## src/design/sph_pkg.sv

```systemverilog
// Shared types, constants and the modular add and subtract helpers for the substring hash block.
package sph_pkg;

  localparam int unsigned MaxLen  = 4096;
  localparam int unsigned AddrW   = $clog2(MaxLen);
  localparam int unsigned LenW    = AddrW + 1;
  localparam int unsigned HashW   = 30;
  localparam logic [HashW-1:0] HashMod   = 30'd1000000007;
  localparam logic [HashW-1:0] HashBase  = 30'd17;
  // Inverse of 17 modulo 1000000007, worked out once.
  localparam logic [HashW-1:0] BaseInv   = 30'd352941179;

  typedef enum logic [1:0] {
    CMD_LOAD = 2'd0,
    CMD_FWD  = 2'd1,
    CMD_REV  = 2'd2,
    CMD_NONE = 2'd3
  } cmd_t;

  typedef enum logic [1:0] {
    ST_OK       = 2'd0,
    ST_RANGE    = 2'd1,
    ST_NOSTRING = 2'd2
  } status_t;

  typedef struct packed {
    logic [1:0]       cmd;
    logic [7:0]       char_byte;
    logic             is_final;
    logic [AddrW-1:0] first_index;
    logic [AddrW-1:0] last_index;
  } in_item_t;

  typedef struct packed {
    logic [HashW-1:0] hash_value;
    logic [1:0]       status;
  } out_item_t;

  typedef enum logic [3:0] {
    S_IDLE,
    S_LD_RD,
    S_LD_MUL,
    S_LD_WR,
    S_BK_RD,
    S_BK_MUL,
    S_BK_WR,
    S_Q_RD1,
    S_Q_RD2,
    S_Q_MUL,
    S_Q_WAIT,
    S_OUT
  } state_t;

  // Operands handed to the shared modular multiplier.
  typedef struct packed {
    logic             start;
    logic [HashW-1:0] a;
    logic [HashW-1:0] b;
  } mul_req_t;

  typedef struct packed {
    logic             done;
    logic [HashW-1:0] p;
  } mul_rsp_t;

  function automatic logic [HashW-1:0] add_mod(input logic [HashW-1:0] x,
                                               input logic [HashW-1:0] y);
    logic [HashW:0] s;
    s = {1'b0, x} + {1'b0, y};
    if (s >= {1'b0, HashMod}) s = s - {1'b0, HashMod};
    return s[HashW-1:0];
  endfunction

  function automatic logic [HashW-1:0] sub_mod(input logic [HashW-1:0] x,
                                               input logic [HashW-1:0] y);
    logic [HashW:0] s;
    if (x >= y) s = {1'b0, x} - {1'b0, y};
    else        s = {1'b0, x} + {1'b0, HashMod} - {1'b0, y};
    return s[HashW-1:0];
  endfunction

endpackage

```

## src/design/sph_mulmod.sv

```systemverilog
// Shift-and-add modular multiplier: one bit of the multiplier per cycle.
module sph_mulmod (
  input  logic              clk,
  input  logic              rst_n,
  input  sph_pkg::mul_req_t req,
  output sph_pkg::mul_rsp_t rsp
);
  import sph_pkg::*;

  localparam int unsigned CntW = $clog2(HashW + 1);

  logic [HashW-1:0] acc_r, acc_nxt;
  logic [HashW-1:0] b_r, b_nxt;
  logic [HashW-1:0] a_r, a_nxt;
  logic [CntW-1:0]  cnt_r, cnt_nxt;
  logic             busy_r, busy_nxt;
  logic             done_r, done_nxt;
  logic [HashW-1:0] dbl;

  // Horner form from the top bit: acc = 2*acc + bit*a, each kept below the modulus.
  always_comb begin
    acc_nxt  = acc_r;
    a_nxt    = a_r;
    b_nxt    = b_r;
    cnt_nxt  = cnt_r;
    busy_nxt = busy_r;
    done_nxt = 1'b0;
    dbl      = add_mod(acc_r, acc_r);
    if (req.start) begin
      acc_nxt  = '0;
      a_nxt    = req.a;
      b_nxt    = req.b;
      cnt_nxt  = CntW'(HashW);
      busy_nxt = 1'b1;
    end else if (busy_r) begin
      acc_nxt = b_r[HashW-1] ? add_mod(dbl, a_r) : dbl;
      b_nxt   = {b_r[HashW-2:0], 1'b0};
      cnt_nxt = cnt_r - 1'b1;
      if (cnt_r == CntW'(1)) begin
        busy_nxt = 1'b0;
        done_nxt = 1'b1;
      end
    end
  end

  always_ff @(posedge clk) begin
    if (!rst_n) begin
      busy_r <= 1'b0;
      done_r <= 1'b0;
      cnt_r  <= '0;
    end else begin
      busy_r <= busy_nxt;
      done_r <= done_nxt;
      cnt_r  <= cnt_nxt;
    end
    acc_r <= acc_nxt;
    a_r   <= a_nxt;
    b_r   <= b_nxt;
  end

  assign rsp.done = done_r;
  assign rsp.p    = acc_r;

endmodule

```

## config.mk

```make
export PLATFORM = sky130hd
export DESIGN_NAME = sph_mulmod
export DESIGN_NICKNAME = d
export VERILOG_FILES = /design/src/design/sph_pkg.sv /design/src/design/sph_mulmod.sv
export SDC_FILE = /design/constraint.sdc
export NUM_CORES = 1
export LEC_CHECK = 0
export BUFFER_PORTS_ARGS = -buffer_cell sky130_fd_sc_hd__buf_2
export CORE_MARGIN = 10
export CORE_UTILIZATION = 45
export CTS_CLUSTER_DIAMETER = 150
export DETAILED_ROUTE_END_ITERATION = 6
export GPL_TIMING_DRIVEN = 0
export PLACE_DENSITY_LB_ADDON = 0.25
export SETUP_SLACK_MARGIN = 0.05
export SLEW_MARGIN = 10
export SYNTH_ARGS = -nofsm -noshare
export SYNTH_HDL_FRONTEND = slang
export SYNTH_SLANG_ARGS = --single-unit
```

## constraint.sdc

```tcl
create_clock -name clk -period 7.6 [get_ports clk]
set_input_delay 0.38 -clock clk [delete_from_list [all_inputs] [get_ports clk]]
set_output_delay 0.38 -clock clk [all_outputs]
set_load 0.02 [all_outputs]
```

==> metrics.cfg <==
[critical_path]
cp-start-kind = flip-flop
cp_common_cell = a21oi_1
path_class = flip-flop to flip-flop
crit_arrival_ps = 7270
cp.buffers_inverters = 5
worstPathMaxFanout = 12
path_delay_family = compound AO/OA/AOI/OAI gates
required_ps = 7820
end_kind = flip-flop
max_stage_delay_ps = 510
cp_slowest_cell = a211oi_2

[synthesis]
synth-seq-area-share_pct = 35.8
synthArstFlopShare_pct = 0
syn_avg_cell_area_um2 = 9.41
ys_ff_latch = 97
postSynthCellCount = 755
syn-cell-area_mm2 = 0.00711
synth.net_count = 853
synth_cell_types = 80
synth_warnings = 0
synth-edff-count = 60
synth_ff_type = edfxtp_1

[die]
die_area_mm2 = 0.0212
chipWidth_um = 146
start_util_pct = 46.4
core_area_mm2 = 0.0153
die_h_um = 146
io_pins = 94
fp-row-count = 45

[pwr]
p_leak_uw = 0.00330
irDropWorstVdd_mv = 0.150
power_density_mw_per_mm2 = 301

[global_routing]
globalRouteTotalUtil_pct = 18.2
met2_usage_pct = 29.5
grt-ovfl-total = 0
grt_pass1_vias = 6103
grt_max_degree = 36
grt_pass1_wl_um = 31800
busiest_layer = met2
use_met3_pct = 4.91
antenna_found_initial = 2
gr-usage-met1_pct = 23.1

[timing]
period_share_pct = 92.8
setup_tns_ps = 0
layout_setup_ws_ps = 550
setup_viol = 0
worstMarginPinSlew_ps = 1100
fin_crit_ps = 7050
relSlewSlack_pct = 26.8
fmax_mhz = 142
final_max_slew_viol_count = 0
finalHoldViolations = 0
clock_skew_ps = 13.8
rsz0062_at_grt = false

[drt]
drt_wl_total_um = 19800
wl_per_cell_um = 18.5
ant_nets = 0
dr_total_vias = 6167
vias_per_cell = 5.74
route.detailed.drc = 0
dr.pass1.iters = 5
first_iter_violations = 337

[cells_and_area]
final_cell_mix = buf_2 (104), nand2_1 (60), edfxtp_1 (60)
area_growth_pct = 14.2
layout-drive-gt1-share_pct = 23.3
layout_commonest_cell = buf_2
nets = 956

[hold_path]
hp-class = input port to flip-flop

[place]
dp_hpwl_um = 15000
portBuffers = 93
place_ws_ps = 156
place_congestion = 0.928

[clock_network]
cts_tree = yes
clkLatencyLatePin_ps = 360
post_cts_buffers = 0
cts_root_buf = clkbuf_16
holdBufCountCts = 0
cts.path.max_buffers = 2
cts.sinks = 97
htreeDepth = 3
clk_pin_slew_ps = 70
numCtsBuffers = 9

[outcome]
status = finished clean

[flow_run]
maxCapViolCount = 0

==> cell type report <==
| cell class | count | area, um^2 |
|---|---|---|
| fillers | 1480 | 7200 |
| flip-flops and latches | 97 | 2540 |
| inverters | 22 | 82.6 |
| repair buffers | 93 | 465 |
| plain buffers | 33 | 169 |
| multi-input cells | 602 | 4310 |
| well taps | 211 | 264 |
| diodes | 1 | 2.50 |
| clock buffers | 10 | 229 |
| clock inverters | 6 | 50.0 |
==> cell usage after synthesis, types with 7 or more instances <==
master	number	share of area, %
o21ai_1	12	0.84
or3_1	8	0.70
dfxtp_1	37	10
xor2_1	17	2.1
nor3_1	16	1.1
a21oi_2	7	0.86
nand2_1	60	3.2
o21a_1	7	0.74
a21oi_1	48	3.4
a22oi_1	24	2.5
and3_1	8	0.70
nor2_1	51	2.7
nand3_1	19	1.3
edfxtp_1	60	25
inv_1	22	1.2
o21ai_0	36	2.5
mux2_2	32	5.1
a21o_1	22	2.3
xnor2_1	57	7.0
ha_1	34	6.0
clkbuf_1	14	0.74
a31oi_1	8	0.70
buf_2	11	0.77
and2_1	7	0.62
==> registers in the layout, summed over array words and instances (netlist names) <==
name	count
a_r	30
acc_r	30
b_r	30
cnt_r	5
busy_r	1
done_r	1
==> layer usage <==
layer,vias up,routed length [um]
met3,28,1430
met2,187,9130
met1,2942,8910
met5,-,17
li1,3008,-
met4,2,357
==> kinds of logic (layout without fill, tap and decap cells) <==
group           Yosys count  in the layout  share of synthesized area, %
fa+ha+maj                35             35                          6.27
xor+xnor                 74             74                          9.12
mux                      38             38                          6.09
buf+inv                  56            164                          3.57
other cells               0              1                             0
flops                    97             97                          35.8
simple gates            225            225                          16.7
compound gates          230            230                          22.5
==> what timing repair did <==
| action | in CTS | in global routing |
|---|---|---|
| gates resized for setup | 0 | 2 |
| hold endpoints to repair | 0 | 0 |
| endpoints found under the setup margin | 0 | 29 |
==> path summary, 6_finish.rpt <==
check	startpoint	to	slack [ps]	cells past startpoint
setup / recovery	acc_r[2]	acc_r[26]	550	27
hold / removal	req[56]	a_r[26]	190	1
setup reg to reg	acc_r[2]	acc_r[26]	550	27
hold reg to reg	b_r[28]	b_r[29]	540	1
==> power breakdown <==
group	internal [uW]	leakage [uW]	switching (uW)
logic	521	0.00226	787
clock network	227	0.000135	222
registers	625	0.000899	57.8
==> per-stage QoR <==
stage	std cells	utilization [%]	instance area (um^2)	hold WS [ps]	power, uW
after floorplan	755	-	7110	479	1680
after global placement	1059	51.2	7840	527	1970
after detailed placement	1059	51.2	7840	535	1980
after CTS	1075	53.0	8120	177	2440
after global routing	1074	53.0	8120	179	2610
final	1075	53.0	8120	190	2440
Note: power is estimated with default switching activity, not from simulation.
